==> config.mk <==
export PLATFORM = sky130hd
export DESIGN_NAME = itfc_frame_core
export DESIGN_NICKNAME = d
export VERILOG_FILES = /design/src/itfc_pkg.sv /design/src/itfc_frame_core.sv
export SDC_FILE = /design/constraint.sdc
export NUM_CORES = 1
export LEC_CHECK = 0
export BUFFER_PORTS_ARGS = -buffer_cell sky130_fd_sc_hd__buf_2
export CORE_UTILIZATION = 45
export CTS_BUF_LIST = sky130_fd_sc_hd__clkbuf_16
export DETAILED_ROUTE_END_ITERATION = 10
export MAX_ROUTING_LAYER = met4
export PLACE_DENSITY_LB_ADDON = 0.08
export REMOVE_ABC_BUFFERS = 1
export SLEW_MARGIN = 10
export SYNTH_ARGS = -nofsm -noshare
export SYNTH_HDL_FRONTEND = slang
export SYNTH_SLANG_ARGS = --single-unit
==> constraint.sdc <==
create_clock -name clk -period 11.7 [get_ports clk]
set_input_delay 2.34 -clock clk [delete_from_list [all_inputs] [get_ports clk]]
set_output_delay 2.34 -clock clk [all_outputs]
set_load 0.03 [all_outputs]
==> src/itfc_pkg.sv <==
// Package for the idle-timeout frame checker: item and result types,
// command and register codes, buffer geometry and reset values.
// No dependencies.
`default_nettype none

package itfc_pkg;

    // Receive buffer geometry; the write index saturates at its top slot.
    localparam int BUFFER_DEPTH = 64;
    localparam int COUNT_W      = 6;
    localparam logic [COUNT_W-1:0] MAX_INDEX = COUNT_W'(BUFFER_DEPTH - 1);

    // Bytes 3..8 of a frame carry the three big-endian 16-bit values.
    localparam int FIELD_FIRST     = 3;
    localparam int NUM_FIELD_BYTES = 6;
    localparam int NUM_VALUES      = 3;

    localparam logic [7:0] IDLE_LIMIT_RST  = 8'd5;
    localparam logic [7:0] HEADER_BYTE_RST = 8'h16;
    localparam logic [7:0] TIMER_MAX       = 8'hFF;

    typedef enum logic
    {
        CMD_BYTE = 1'b0,
        CMD_TICK = 1'b1
    } cmd_t;

    typedef enum logic
    {
        REG_IDLE_LIMIT  = 1'b0,
        REG_HEADER_BYTE = 1'b1
    } cfg_reg_t;

    typedef struct packed
    {
        cmd_t       cmd;
        logic [7:0] rx_byte;
    } item_t;

    typedef struct packed
    {
        logic               frame_ok;
        logic [COUNT_W-1:0] frame_length;
        logic [15:0]        concentration;
        logic [15:0]        flow;
        logic [15:0]        temperature;
    } result_t;

endpackage : itfc_pkg

`default_nettype wire

==> src/itfc_frame_core.sv <==
// Frame state of the checker: byte index, idle timer, running checksum,
// field bytes, held values and configuration registers. Depends on itfc_pkg.
`default_nettype none

module itfc_frame_core
    import itfc_pkg::*;
(
    input  wire logic       clk,
    input  wire logic       rst_n,
    input  wire logic       cfg_we,
    input  wire cfg_reg_t   cfg_index,
    input  wire logic [7:0] cfg_data,
    input  wire logic       advance,
    input  wire item_t      item,
    output logic            res_valid,
    output result_t         res
);

    logic [7:0]         idle_limit_reg;
    logic [7:0]         header_byte_reg;
    logic [COUNT_W-1:0] byte_count_reg;
    logic [COUNT_W-1:0] byte_count_next;
    logic [7:0]         idle_timer_reg;
    logic [7:0]         idle_timer_next;
    logic [7:0]         sum_reg;
    logic [7:0]         sum_next;
    logic [7:0]         last_reg;
    logic [7:0]         last_next;
    logic [7:0]         first_reg;
    logic [7:0]         first_next;
    logic [7:0]         field_reg  [NUM_FIELD_BYTES];
    logic [7:0]         field_next [NUM_FIELD_BYTES];
    logic [15:0]        held_reg   [NUM_VALUES];
    logic [15:0]        held_next  [NUM_VALUES];

    logic [7:0]  timer_inc;
    logic        close_frame;
    logic        frame_ok;
    logic [15:0] loaded [NUM_VALUES];

    always_ff @(posedge clk or negedge rst_n)
    begin
        if (!rst_n)
        begin
            idle_limit_reg  <= IDLE_LIMIT_RST;
            header_byte_reg <= HEADER_BYTE_RST;
        end
        else if (cfg_we)
        begin
            case (cfg_index)
                REG_IDLE_LIMIT:  idle_limit_reg  <= cfg_data;
                REG_HEADER_BYTE: header_byte_reg <= cfg_data;
                default:         ;
            endcase
        end
    end

    // Tick path: advance the timer only while a frame is open, saturating.
    assign timer_inc = (byte_count_reg != '0 && idle_timer_reg != TIMER_MAX)
                     ? 8'(idle_timer_reg + 8'd1) : idle_timer_reg;
    assign close_frame = (item.cmd == CMD_TICK) && (timer_inc > idle_limit_reg);
    assign frame_ok = (byte_count_reg != '0) && (first_reg == header_byte_reg)
                   && (last_reg == 8'(8'd0 - sum_reg));

    always_comb
    begin
        for (int i = 0; i < NUM_VALUES; i++)
        begin
            loaded[i] = {field_reg[2*i], field_reg[2*i+1]};
        end
    end

    always_comb
    begin
        byte_count_next = byte_count_reg;
        idle_timer_next = idle_timer_reg;
        sum_next        = sum_reg;
        last_next       = last_reg;
        first_next      = first_reg;
        for (int i = 0; i < NUM_FIELD_BYTES; i++)
        begin
            field_next[i] = field_reg[i];
        end
        for (int i = 0; i < NUM_VALUES; i++)
        begin
            held_next[i] = held_reg[i];
        end

        case (item.cmd)
            CMD_BYTE:
            begin
                if (byte_count_reg == '0)
                begin
                    first_next = item.rx_byte;
                end
                for (int i = 0; i < NUM_FIELD_BYTES; i++)
                begin
                    if (byte_count_reg == COUNT_W'(FIELD_FIRST + i))
                    begin
                        field_next[i] = item.rx_byte;
                    end
                end
                // At the top slot the byte is not stored; index, checksum and last byte hold.
                if (byte_count_reg < MAX_INDEX)
                begin
                    if (byte_count_reg != '0)
                    begin
                        sum_next = 8'(sum_reg + last_reg);
                    end
                    last_next       = item.rx_byte;
                    byte_count_next = COUNT_W'(byte_count_reg + 1'b1);
                end
                idle_timer_next = '0;
            end
            CMD_TICK:
            begin
                idle_timer_next = timer_inc;
                if (close_frame)
                begin
                    if (frame_ok)
                    begin
                        for (int i = 0; i < NUM_VALUES; i++)
                        begin
                            held_next[i] = loaded[i];
                        end
                    end
                    idle_timer_next = '0;
                    byte_count_next = '0;
                    sum_next        = '0;
                    last_next       = '0;
                end
            end
            default: ;
        endcase
    end

    always_ff @(posedge clk or negedge rst_n)
    begin
        if (!rst_n)
        begin
            byte_count_reg <= '0;
            idle_timer_reg <= '0;
            sum_reg        <= '0;
            last_reg       <= '0;
            first_reg      <= '0;
            for (int i = 0; i < NUM_FIELD_BYTES; i++)
            begin
                field_reg[i] <= '0;
            end
            for (int i = 0; i < NUM_VALUES; i++)
            begin
                held_reg[i] <= '0;
            end
        end
        else if (advance)
        begin
            byte_count_reg <= byte_count_next;
            idle_timer_reg <= idle_timer_next;
            sum_reg        <= sum_next;
            last_reg       <= last_next;
            first_reg      <= first_next;
            for (int i = 0; i < NUM_FIELD_BYTES; i++)
            begin
                field_reg[i] <= field_next[i];
            end
            for (int i = 0; i < NUM_VALUES; i++)
            begin
                held_reg[i] <= held_next[i];
            end
        end
    end

    assign res_valid         = close_frame;
    assign res.frame_ok      = frame_ok;
    assign res.frame_length  = byte_count_reg;
    assign res.concentration = held_next[0];
    assign res.flow          = held_next[1];
    assign res.temperature   = held_next[2];

    a_count_cap: assert property (@(posedge clk) disable iff (!rst_n)
        byte_count_reg <= MAX_INDEX)
        else $error("byte index ran past the top slot");

    a_timer_needs_frame: assert property (@(posedge clk) disable iff (!rst_n)
        idle_timer_reg != '0 |-> byte_count_reg != '0)
        else $error("idle timer running with no open frame");

    a_close_clears: assert property (@(posedge clk) disable iff (!rst_n)
        advance && res_valid |=> byte_count_reg == '0 && idle_timer_reg == '0
                                 && sum_reg == '0 && last_reg == '0)
        else $error("frame state not cleared after close");

    a_ok_has_bytes: assert property (@(posedge clk) disable iff (!rst_n)
        res_valid && res.frame_ok |-> res.frame_length != '0)
        else $error("accepted frame with no bytes");

endmodule : itfc_frame_core

`default_nettype wire

Word level (Yosys, flattened, before mapping)
Index checks and enable logic that the tools add are counted.
Word-level totals
  input port bits: 22
  output and inout bits: 56
  flip-flop bits (word level): 150
Cells by class
  multiplexer cells: 15
  magnitude comparators: 2
  add/subtract/negate cells: 4
  equal/unequal tests: 12
  reductions and logical operators: 17
  bitwise gates (word level): 2
Operators with widths (number)
  48-bit two-way mux: 3
  8-bit two-way mux: 6
  8-bit one-hot mux with 2 select lines: 3
  6-bit by 3-bit equality test with 1-bit output, second input constant: 4
  3-bit AND reduction: 8
  8-bit equality test: 2
  6-bit two-way mux: 2
  6-bit one-hot mux with 2 select lines: 1
  8-bit by 1-bit adder with 8-bit output, second input constant: 1
  8-bit adder: 1
  8-bit > comparator: 1
  8-bit inequality test, second input constant: 1
  1-bit by 8-bit subtractor with 8-bit output, first input constant: 1
  6-bit by 1-bit adder with 6-bit output, second input constant: 1
  6-bit by 2-bit equality test with 1-bit output, second input constant: 1
  6-bit by 4-bit equality test with 1-bit output, second input constant: 1
  6-bit zero test: 1
  6-bit < comparator, second input constant: 1
  6-bit nonzero test: 1
  1-bit logical AND: 4
  2-bit inequality test, second input constant: 2
  2-bit AND reduction: 2
  4-bit AND reduction: 1
  2-bit by 1-bit inequality test with 1-bit output, second input constant: 1
  1-bit inverter: 2

Depth between registers and ports, before layout
Gate-level depths: netlist of the first run.
  depth after elaboration: 7
  mapped depth: 17
  depth with buffers taken out: 14

Least setup slack after synthesis of the first run
Ideal clock, no wire load.
  path kind: register -> output
  start: register byte_count_reg[0]
  end: output res[27] in the netlist's numbering
  stages on the path, launching flop included: 18
  data arrival time: 4.442 ns
  slack: 4.918 ns
  data required time: 9.360 ns
  path through: dfrtp_1 -> inv_1 -> ha_1 -> nand2b_1 -> nor2b_1 -> buf_2 -> a21oi_1 -> nand4_1 -> xnor2_1 -> ha_1 -> and3_1 -> o21ai_0 -> a21o_1 -> a211oi_1 -> and3_4 -> buf_6 -> buf_6 -> mux2_4
RTL lines
  start: declaration: RTL line itfc_frame_core.sv:21  | logic [COUNT_W-1:0] byte_count_reg;
  start signal: assignment: RTL line itfc_frame_core.sv:157  | byte_count_reg <= byte_count_next;
  end: declaration: RTL line itfc_frame_core.sv:16  | output result_t res

==> results.txt, run 1 <==
----------------------------------------------------
[Outcome]
  Status ... complete, no violations

[Power and ir drop]
  Overall power after layout ... 1.70 mW
  Max VDD drop ... 106 µV
  Static Leak ... 4.31 nW
  Pwr Density ... 196 nW/µm²

[GRT]
  All-Layer GR Usage ... 0.222
  Antenna violations before repair ... 0
  First-pass GRT wire length ... 27,400 µm
  Number of global-route vias before repair ... 5,180
  Pin count of the biggest net entering global routing ... 88
  Global-route congestion overflow total ... 0

[Drt]
  Routed wire length per instance ... 18.6 µm
  Post-detailed-route count of antenna-violating nets ... 0
  Iteration-0 DRC Markers ... 214
  Overall routed net length ... 16,600 µm
  Pre-antenna DRT Iters ... 4
  Total DRC errors in the routed layout ... 0
  Detailed-route vias per instance ... 5.36
  Via count ... 4,762

[Clock network]
  CTS tree ... done
  Buffer cell driving the clock tree root ... clkbuf_16
  Clock buffer count from CTS ... 17
  Resized Gates After CTS ... 0
  Clk Latency, worst-skew pair ... 420 ps
  Total of hold buffers inserted after clock tree synthesis ... 0
  Clock-pin slew reported for the worst setup and hold paths after clock tree synthesis ... 60 ps
  Maximum root-to-sink buffer count ... 2
  Clock net sink count ... 150
  H-tree depth ... 4
  Post-CTS repair timing setup buffer count ... 0

[Logic synthesis]
  Post-synth top flop ... dfrtp_1
  Post-Syn Area ... 7470 µm²
  Fraction of synthesis flops using an asynchronous set or reset pin ... 1.00
  Flop and latch count out of synthesis ... 150
  Post-synthesis cell type count ... 55
  Seq/Total Area, Yosys ... 0.504
  Largest area contributor in the netlist ... dfrtp_1
  Portion of synthesized cell area occupied by the leading cell type ... 0.486
  Post-synthesis instance total ... 580
  Count of synthesis-stage warnings from yosys ... 0
  Number of enable flip-flop cells after synthesis ... 0
  Leading post-synthesis cells by cell area ... dfrtp_1 49%, mux2_2 21%, mux2_4 4.0%
  Syn avg cell area ... 12.9 µm²

[Critical path]
  CP Cell Sequence ... nor3_1 -> nor2b_1 -> a21oi_1 -> nand4_1 -> xnor2_1 -> ha_1 -> and3_1 -> o21ai_0 -> a21o_1 -> a211oi_1 -> and3_4 -> mux2_2 -> buf_2
  Required time at the endpoint of the critical path ... 9360 ps
  Critical path's largest stage delay ... 830 ps
  Type of origin of the critical path ... flip-flop
  Critical path capture point type ... output pin
  Critical setup path kind ... reg2out
  CP max-delay cell ... and3_4
  Top fanout value on the critical path ... 48
  Data arrival time of the critical path ... 4900 ps

[Job]
  Count of maximum capacitance violations ... 0

[Finish]
  Antenna cells ... 0
  Post-Layout Inst Area ... 8650 µm²
  End-of-flow core utilization ... 0.538
  Layout cells sized above 1 ... 0.416
  Net total in the final layout ... 704
  Leading cell type in the layout, fill and taps excluded ... dfrtp_1
  Non-filler cells, final ... 889
  Leading cell types in the layout, fill and taps excluded ... 145 x dfrtp_1, 139 x mux2_2, 76 x buf_2
  Area growth, synth to finish ... 15.8%

[STA]
  Fin crit share ... 0.618
  Final count of hold timing violations ... 0
  Maximum clock frequency ... 138 MHz
  Maximum clock skew at final layout ... 11.7 ps
  Transition at the pin with the smallest max-transition slack ... 1040 ps
  Slew Viols, Final ... 0
  Final critical-path required period ... 7240 ps
  Final number of setup-violating endpoints ... 0
  Post-route worst hold slack ... 490 ps
  Least setup slack across all paths after layout ... 4460 ps
  Setup_tns ... 0 ps
  RSZ-0062 raised after global routing ... false
  Worst relative slew slack ... 0.304

[Placed design]
  Total half-perimeter wirelength after legalization and detailed placement ... 11,200 µm
  Area after detailed placement ... 8050 µm²
  GP Congestion ... 0.869
  Number of cells after detailed placement ... 857
  Port Buf Inserts ... 77
  Pre-CTS setup slack ... 4920 ps

[Die]
  Core area ... 16,100 µm²
  Number of placed I/O pins ... 78
  Die Outline Area ... 17,100 µm²
  Die W ... 131 µm
  Number of rows in the core area ... 46
  Die Height ... 131 µm
  Effective utilization at floorplan ... 0.465

[Min path]
  Hold Path Class ... reg2reg

----------------------------------------------------
## layout make-up
type | instances | area, µm²
flip-flops and latches | 150 | 3760
multi-input cells | 395 | 3540
clock inverters | 15 | 176
fillers | 1379 | 7410
repair buffers | 80 | 414
clock buffers | 17 | 425
inverters | 16 | 60.1
well taps | 216 | 270
## synth_stat cells, types with 4 or more instances
library cell	count
o21ai_0	18
inv_1	16
nand2_1	32
mux2_4	20
dfrtp_1	145
and3_1	5
buf_2	6
clkbuf_1	5
o22ai_1	4
nand4_1	4
buf_4	4
nand3_1	8
dfstp_2	5
xor2_1	14
a21o_1	10
a21oi_1	8
a22o_1	11
ha_1	21
nor4_1	4
nor3_1	14
xnor2_1	17
nor2_1	11
a211oi_1	4
mux2_2	139
nor2b_1	4
## per-layer routing
metal,wire length [µm],GRT usage
met1,7650,0.280
met2,8010,0.352
met3,645,0.0582
met4,276,0.0636
met5,0,-
## cell families after synthesis
kind of cell / after synthesis / synth area share
adders and majority gates: 22 / 0.0379
xor gates and xnor gates: 31 / 0.0364
and+or+nand+nor: 102 / 0.0726
DFF: 150 / 0.504
buffers and inverters: 35 / 0.0238
muxes: 163 / 0.256
AOI/OAI and AO/OA: 77 / 0.0702
## report_power, final
group	total, mW	switching [mW]	internal (mW)
Sequential	0.752	0.111	0.641
Combinational	0.385	0.186	0.199
Clock	0.561	0.224	0.337
Total	1.70	0.520	1.18
## final timing paths
| kind | startpoint | to | slack [ps] | cells after the start |
|---|---|---|---|---|
| max | byte_count_reg[2] | res[13] | 4460 | 13 |
| min | held_reg[25] | held_reg[25] | 490 | 1 |
| max reg2reg | byte_count_reg[1] | held_reg[7] | 7190 | 15 |
| min reg2reg | held_reg[25] | held_reg[25] | 490 | 1 |
| max in group asynchronous | rst_n | field_reg[44] | 8360 | 2 |
| min in group asynchronous | rst_n | idle_timer_reg[2] | 1990 | 1 |
## worst max-delay path, delay by kind of cell (launching register included)
family                     cells  cell delay [ps]
AOI/OAI and AO/OA              4              950
adders and majority gates      1              300
and+or+nand+nor                5             2030
muxes                          1              420
DFF                            1              470
buffers and inverters          1              180
xor gates and xnor gates       1               90
(Power assumes the default switching activity.)
==> inputs of run 2 (changes only) <==
- clock period: 11.7 -> 6.3 ns (I/O delays scaled with it)
==> results.txt, run 2 (synthesis gave the netlist of run 1 again) <==
----------------------------------------------------
[Outcome]
  Status ... complete, no violations

[Finish]
  Layout cells sized above 1 ... 0.421 (+0.00469)
  Storage element area ... 3760 µm² (unchanged)
  Leading cell types in the layout, fill and taps excluded ... 145 x dfrtp_1, 139 x mux2_2, 76 x buf_2
  Net total in the final layout ... 706 (+0.28%)
  Filler cell count in the final layout ... 1,360 (-1.4%)
  Antenna cells ... 0 (unchanged)
  Leading cell type in the layout, fill and taps excluded ... dfrtp_1
  Non-filler cells, final ... 891 (+0.22%)
  Area of the multi-input gates ... 3560 µm² (+0.42%)
  Post-Layout Inst Area ... 8640 µm² (-0.10%)
  Area growth, synth to finish ... 15.7%

[Drt]
  Post-detailed-route count of antenna-violating nets ... 0 (unchanged)
  Iteration-0 DRC Markers ... 239 (+12%)
  Detailed-route vias per instance ... 5.40 (+0.80%)
  Total DRC errors in the routed layout ... 0 (unchanged)
  Pre-antenna DRT Iters ... 5 (+1)
  Routed wire length per instance ... 18.5 µm (-0.87%)
  Routed metal-1 wirelength ... 7510 µm (-1.8%)
  Met3 Wirelength ... 768 µm (+19%)
  Max Used Layer ... met4
  Met2 Routed Length ... 8010 µm (about the same)
  Via count ... 4,811 (+1.0%)
  Overall routed net length ... 16,500 µm (-0.65%)

[Die]
  Core area ... 16,100 µm² (unchanged)
  Die W ... 131 µm (unchanged)
  Number of placed I/O pins ... 78 (unchanged)
  Number of rows in the core area ... 46 (unchanged)
  Die Height ... 131 µm (unchanged)
  Effective utilization at floorplan ... 0.465 (unchanged)
  Die Outline Area ... 17,100 µm² (unchanged)

[STA]
  Maximum clock frequency ... 171 MHz
  Slew Viols, Final ... 0 (unchanged)
  Least setup slack across all paths after layout ... 443 ps (-4020 ps)
  Worst relative slew slack ... 0.226 (-0.0775)
  Final count of hold timing violations ... 0 (unchanged)
  Final critical-path required period ... 5860 ps
  Maximum clock skew at final layout ... 11.3 ps (-0.348 ps)
  Fin crit share ... 0.930
  RSZ-0062 raised after global routing ... false
  Transition at the pin with the smallest max-transition slack ... 1160 ps (+116 ps)
  Final number of setup-violating endpoints ... 0 (unchanged)

[Placed design]
  Pre-CTS setup slack ... 560 ps (-4360 ps)
  Number of cells after detailed placement ... 858 (+0.12%)
  Port Buf Inserts ... 77 (unchanged)
  Total half-perimeter wirelength after legalization and detailed placement ... 11,100 µm (-0.66%)
  GP Congestion ... 0.825 (-5.1%)
  Area after detailed placement ... 8070 µm² (+0.25%)

[Critical path]
  Top fanout value on the critical path ... 29 (-40%)
  Reg2reg end ... held_reg[16]
  Required time at the endpoint of the critical path ... 5040 ps (-4320 ps)
  Beginning of the worst register-to-register path ... byte_count_reg[0]
  Slack of the worst reg-to-reg path ... 1830 ps (-5360 ps)
  Critical setup path kind ... reg2out
  Worst r2r path cells ... 15 (unchanged)
  Critical path capture point type ... output pin
  Type of origin of the critical path ... flip-flop
  Data arrival time of the critical path ... 4600 ps (-300 ps)

[Min path]
  Critical hold path startpoint ... held_reg[26]
  Hold Path Class ... reg2reg
  Cell depth of the worst min-delay path ... 1 (unchanged)
  Hold-critical path endpoint ... held_reg[26]

[Clock network]
  H-tree depth ... 4 (unchanged)
  Clock-pin slew reported for the worst setup and hold paths after clock tree synthesis ... 60 ps (about the same)
  Maximum root-to-sink buffer count ... 2 (unchanged)
  CTS tree ... done
  Clock net sink count ... 150 (unchanged)
  Clock buffer count from CTS ... 17 (unchanged)
  Buffer cell driving the clock tree root ... clkbuf_16
  Clk Latency, worst-skew pair ... 420 ps (about the same)

[Job]
  Count of maximum capacitance violations ... 0 (unchanged)

[Power and ir drop]
  Max VDD drop ... 225 µV (+110%)
  Pwr Density ... 355 nW/µm² (+81%)
  Static Leak ... 4.31 nW (about the same)

[GRT]
  Pin count of the biggest net entering global routing ... 100 (+14%)
  All-Layer GR Usage ... 0.217 (-0.00491)
  First-pass GRT wire length ... 26,500 µm (-3.4%)
  Global-route congestion overflow total ... 0 (unchanged)
  Antenna violations before repair ... 0 (unchanged)
  Number of global-route vias before repair ... 5,016 (-3.2%)

----------------------------------------------------
==> run 2: changes by cell type in the layout (fill, tap and decap cells not counted), moves of 2 or more <==
cell and change:
clkinv_4 +2, inv_1 +2, bufinv_16 -2, clkinv_1 -2
==> run 2: worst max-delay path by stage <==
stage,endpoint,slack [ps],startpoint
2_1_floorplan,held_reg[25],-20,byte_count_reg[0]
3_3_place_gp,res[15],830,byte_count_reg[0]
3_5_place_dp,res[8],560,byte_count_reg[0]
4_1_cts,res[8],70,byte_count_reg[0]
5_1_grt,res[8],110,byte_count_reg[0]
6_report,res[8],440,byte_count_reg[0]
==> run 2: stage by stage <==
step / util / hold slack, ps / setup TNS [ps] / power (mW)
finish: 0.538 / 497 / 0 / 3.07
global route: 0.538 / 520 / 0 / 3.26
CTS: 0.537 / 500 / 0 / 3.09
detailed placement: 0.502 / 486 / 0 / 2.12
global placement: 0.502 / 471 / 0 / 2.09
floorplan: - / 461 / -58.6 / 1.91
==> run 2: critical path, stage by stage, from the launching register on <==
cell	delay [ps]
dfrtp_1	430
inv_1	110
ha_1	210
nand2b_1	100
nor2b_2	110
a21oi_1	340
nand4_1	220
xnor2_1	170
ha_1	290
and3_1	160
o21ai_0	130
a21o_1	220
a211oi_2	470
and3_4	410
buf_12	240
mux2_2	360
buf_2	180
==> run 2: metal layers <==
layer | vias to the layer above | GRT usage
met1 | 2443 | 0.269
met3 | 13 | 0.0578
li1 | 2270 | -
met4 | 0 | 0.0751
met2 | 85 | 0.344
met5 | - | -
==> run 2: timing repair <==
action | in CTS | in global routing
setup buffers | 0 | 0
hold buffers | 0 | 0
gates resized for setup | 0 | 2
endpoints found under the setup margin | 0 | 33
hold endpoints to repair | 0 | 0
==> run 2: where the power goes <==
group	leakage [nW]	internal, mW	switching (mW)	total [mW]
clock network	0.276	0.545	0.409	0.954
registers	1.96	1.19	0.205	1.40
logic	2.07	0.371	0.345	0.716
==> run 2: layout make-up <==
cell class              count  area share
clock inverters            15      0.0154
clock buffers              17      0.0492
multi-input cells         396       0.412
repair buffers             81      0.0503
inverters                  16     0.00695
well taps                 216      0.0313
flip-flops and latches    150       0.435
==> inputs of run 3 (changes only) <==
- CORE_UTILIZATION: 45 -> 53
==> results.txt, run 3 (synthesis gave the netlist of run 1 again) <==
----------------------------------------------------
[Outcome]
  Status ... complete, no violations

[STA]
  Final number of setup-violating endpoints ... 0 (unchanged)
  Maximum clock skew at final layout ... 7.17 ps (-4.16 ps)
  Maximum clock frequency ... 169 MHz (-0.94%)
  RSZ-0062 raised after global routing ... false
  Final count of hold timing violations ... 0 (unchanged)
  Slew Viols, Final ... 0 (unchanged)
  Final critical-path required period ... 5910 ps (+55.4 ps)
  Worst relative slew slack ... 0.263 (+0.0371)
  Setup_tns ... 0 ps (unchanged)
  Fin crit share ... 0.939 (+0.00880)
  Transition at the pin with the smallest max-transition slack ... 1100 ps (-55.4 ps)
  Post-route worst hold slack ... 502 ps (+5.61 ps)

[Job]
  Count of maximum capacitance violations ... 0 (unchanged)

[Drt]
  Overall routed net length ... 16,000 µm (-2.7%)
  Post-detailed-route count of antenna-violating nets ... 0 (unchanged)
  Iteration-0 DRC Markers ... 315 (+32%)
  Detailed-route vias per instance ... 5.69 (+5.3%)
  Total DRC errors in the routed layout ... 0 (unchanged)
  Pre-antenna DRT Iters ... 4 (-1)
  Routed wire length per instance ... 18.7 µm (+1.4%)
  Via count ... 4,863 (+1.1%)

[GRT]
  Antenna violations before repair ... 0 (unchanged)
  Number of global-route vias before repair ... 5,120 (+2.1%)
  First-pass GRT wire length ... 26,500 µm (-0.21%)
  Global-route congestion overflow total ... 0 (unchanged)
  All-Layer GR Usage ... 0.248 (+0.0310)
  Pin count of the biggest net entering global routing ... 91 (-9.0%)

[Clock network]
  Clock buffer count from CTS ... 17 (unchanged)
  Clock-pin slew reported for the worst setup and hold paths after clock tree synthesis ... 60 ps (about the same)
  H-tree depth ... 4 (unchanged)
  Maximum root-to-sink buffer count ... 2 (unchanged)
  Buffer cell driving the clock tree root ... clkbuf_16
  Post-CTS repair timing setup buffer count ... 0 (unchanged)
  Clock net sink count ... 150 (unchanged)
  Resized Gates After CTS ... 0 (unchanged)
  CTS tree ... done
  Total of hold buffers inserted after clock tree synthesis ... 0 (unchanged)
  Clk Latency, worst-skew pair ... 420 ps (about the same)

[Critical path]
  Reg2reg end ... held_reg[28]
  Data arrival time of the critical path ... 4650 ps (+50 ps)
  Slack of the worst reg-to-reg path ... 2130 ps (+300 ps)
  Most used cell along the critical path ... ha_1
  Beginning of the worst register-to-register path ... byte_count_reg[0]
  CP max-delay cell ... dfrtp_1
  Required time at the endpoint of the critical path ... 5040 ps (about the same)
  Critical path's largest stage delay ... 440 ps (-30 ps)
  Launch point of the worst path ... byte_count_reg[0]
  Critical path capture point type ... output pin
  Critical setup path kind ... reg2out
  CP Cell Sequence ... inv_1 -> ha_1 -> nand2b_1 -> nor2b_1 -> a21oi_1 -> nand4_1 -> xnor2_1 -> ha_1 -> and3_1 -> o21ai_0 -> a21o_1 -> a211oi_1 -> and3_4 -> buf_12 -> mux2_2 -> buf_2
  Worst r2r path cells ... 16 (+1)
  Top fanout value on the critical path ... 41 (+41%)
  Type of origin of the critical path ... flip-flop

[Min path]
  Cell depth of the worst min-delay path ... 1 (unchanged)
  Hold Path Class ... reg2reg
  Hold-critical path endpoint ... held_reg[25]
  Critical hold path startpoint ... held_reg[25]

[Finish]
  Leading cell type in the layout, fill and taps excluded ... dfrtp_1
  Non-filler cells, final ... 855 (-4.0%)
  Layout cells sized above 1 ... 0.418 (-0.00296)
  Area growth, synth to finish ... 15.2%
  Leading cell types in the layout, fill and taps excluded ... 145 x dfrtp_1, 139 x mux2_2, 76 x buf_2
  Net total in the final layout ... 706 (unchanged)
  Filler cell count in the final layout ... 1,104 (-19%)
  Antenna cells ... 0 (unchanged)

[Die]
  Die W ... 121 µm (-7.7%)
  Number of rows in the core area ... 43 (-6.5%)
  Number of placed I/O pins ... 78 (unchanged)
  Die Outline Area ... 14,600 µm² (-15%)
  Core area ... 13,800 µm² (-14%)
  Die Height ... 121 µm (-7.7%)
  Effective utilization at floorplan ... 0.540 (+0.0750)

[Power and ir drop]
  Max VDD drop ... 240 µV (+6.7%)
  Static Leak ... 4.31 nW (about the same)
  Pwr Density ... 362 nW/µm² (+2.0%)

[Placed design]
  Port Buf Inserts ... 77 (unchanged)
  Total half-perimeter wirelength after legalization and detailed placement ... 10,900 µm (-1.6%)
  GP Congestion ... 0.895 (+8.5%)
  Number of cells after detailed placement ... 823 (-4.1%)

----------------------------------------------------
==> run 3: changes by cell type in the layout (fill, tap and decap cells not counted), sizes merged <==
cell / before / now
and3: 7 / 6
clkinv: 4 / 6
inv: 23 / 21
buf: 81 / 82
clkinvlp: 3 / 2
bufinv: 1 / 2
==> run 3: worst max-delay path by stage <==
stage / endpoint / slack [ps] / depth (start not counted)
3_5_place_dp: res[22] / 840 / 16
6_report: res[24] / 390 / 16
2_1_floorplan: held_reg[25] / -20 / 14
5_1_grt: res[25] / 30 / 16
3_3_place_gp: res[10] / 1010 / 16
4_1_cts: res[16] / 350 / 16
==> run 3: layout make-up <==
| type | instances | area [µm²] | area share |
|---|---|---|---|
| multi-input combinational | 395 | 3540 | 0.412 |
| inverter | 16 | 60.1 | 0.00698 |
| timing repair buffer | 82 | 442 | 0.0513 |
| tap | 180 | 225 | 0.0262 |
| clock inverter | 15 | 151 | 0.0176 |
| sequential | 150 | 3760 | 0.437 |
| clock buffer | 17 | 425 | 0.0494 |
==> run 3: per-layer routing <==
layer  share of wire  track usage  vias up
met4           0.017       0.0802        0
met2            0.49        0.398      112
met5               0            -        -
met3           0.056       0.0623       24
met1            0.44        0.310     2435
li1                -            -     2292
==> run 3: per-stage QoR <==
step	power [mW]	instance area (µm²)	setup WS, ps	util
final	3.12	8600	387	0.622
after floorplan	1.91	7350	-19.5	-
after CTS	3.14	8600	354	0.622
after global routing	3.30	8600	30.3	0.622
after detailed placement	2.14	8030	841	0.581
after global placement	2.10	8030	1010	0.581
==> run 3: report_power, final <==
part	internal, mW	switching (mW)
clock	0.585	0.409
combinational	0.370	0.350
sequential	1.19	0.210
==> run 3: critical path: cells and delay by family (launching register included) <==
kind	cells	cell delay [ps]
AOI/OAI and AO/OA	4	1100
DFF	1	440
xor gates and xnor gates	1	170
buffers and inverters	3	590
adders and majority gates	2	510
muxes	1	380
and+or+nand+nor	5	1010
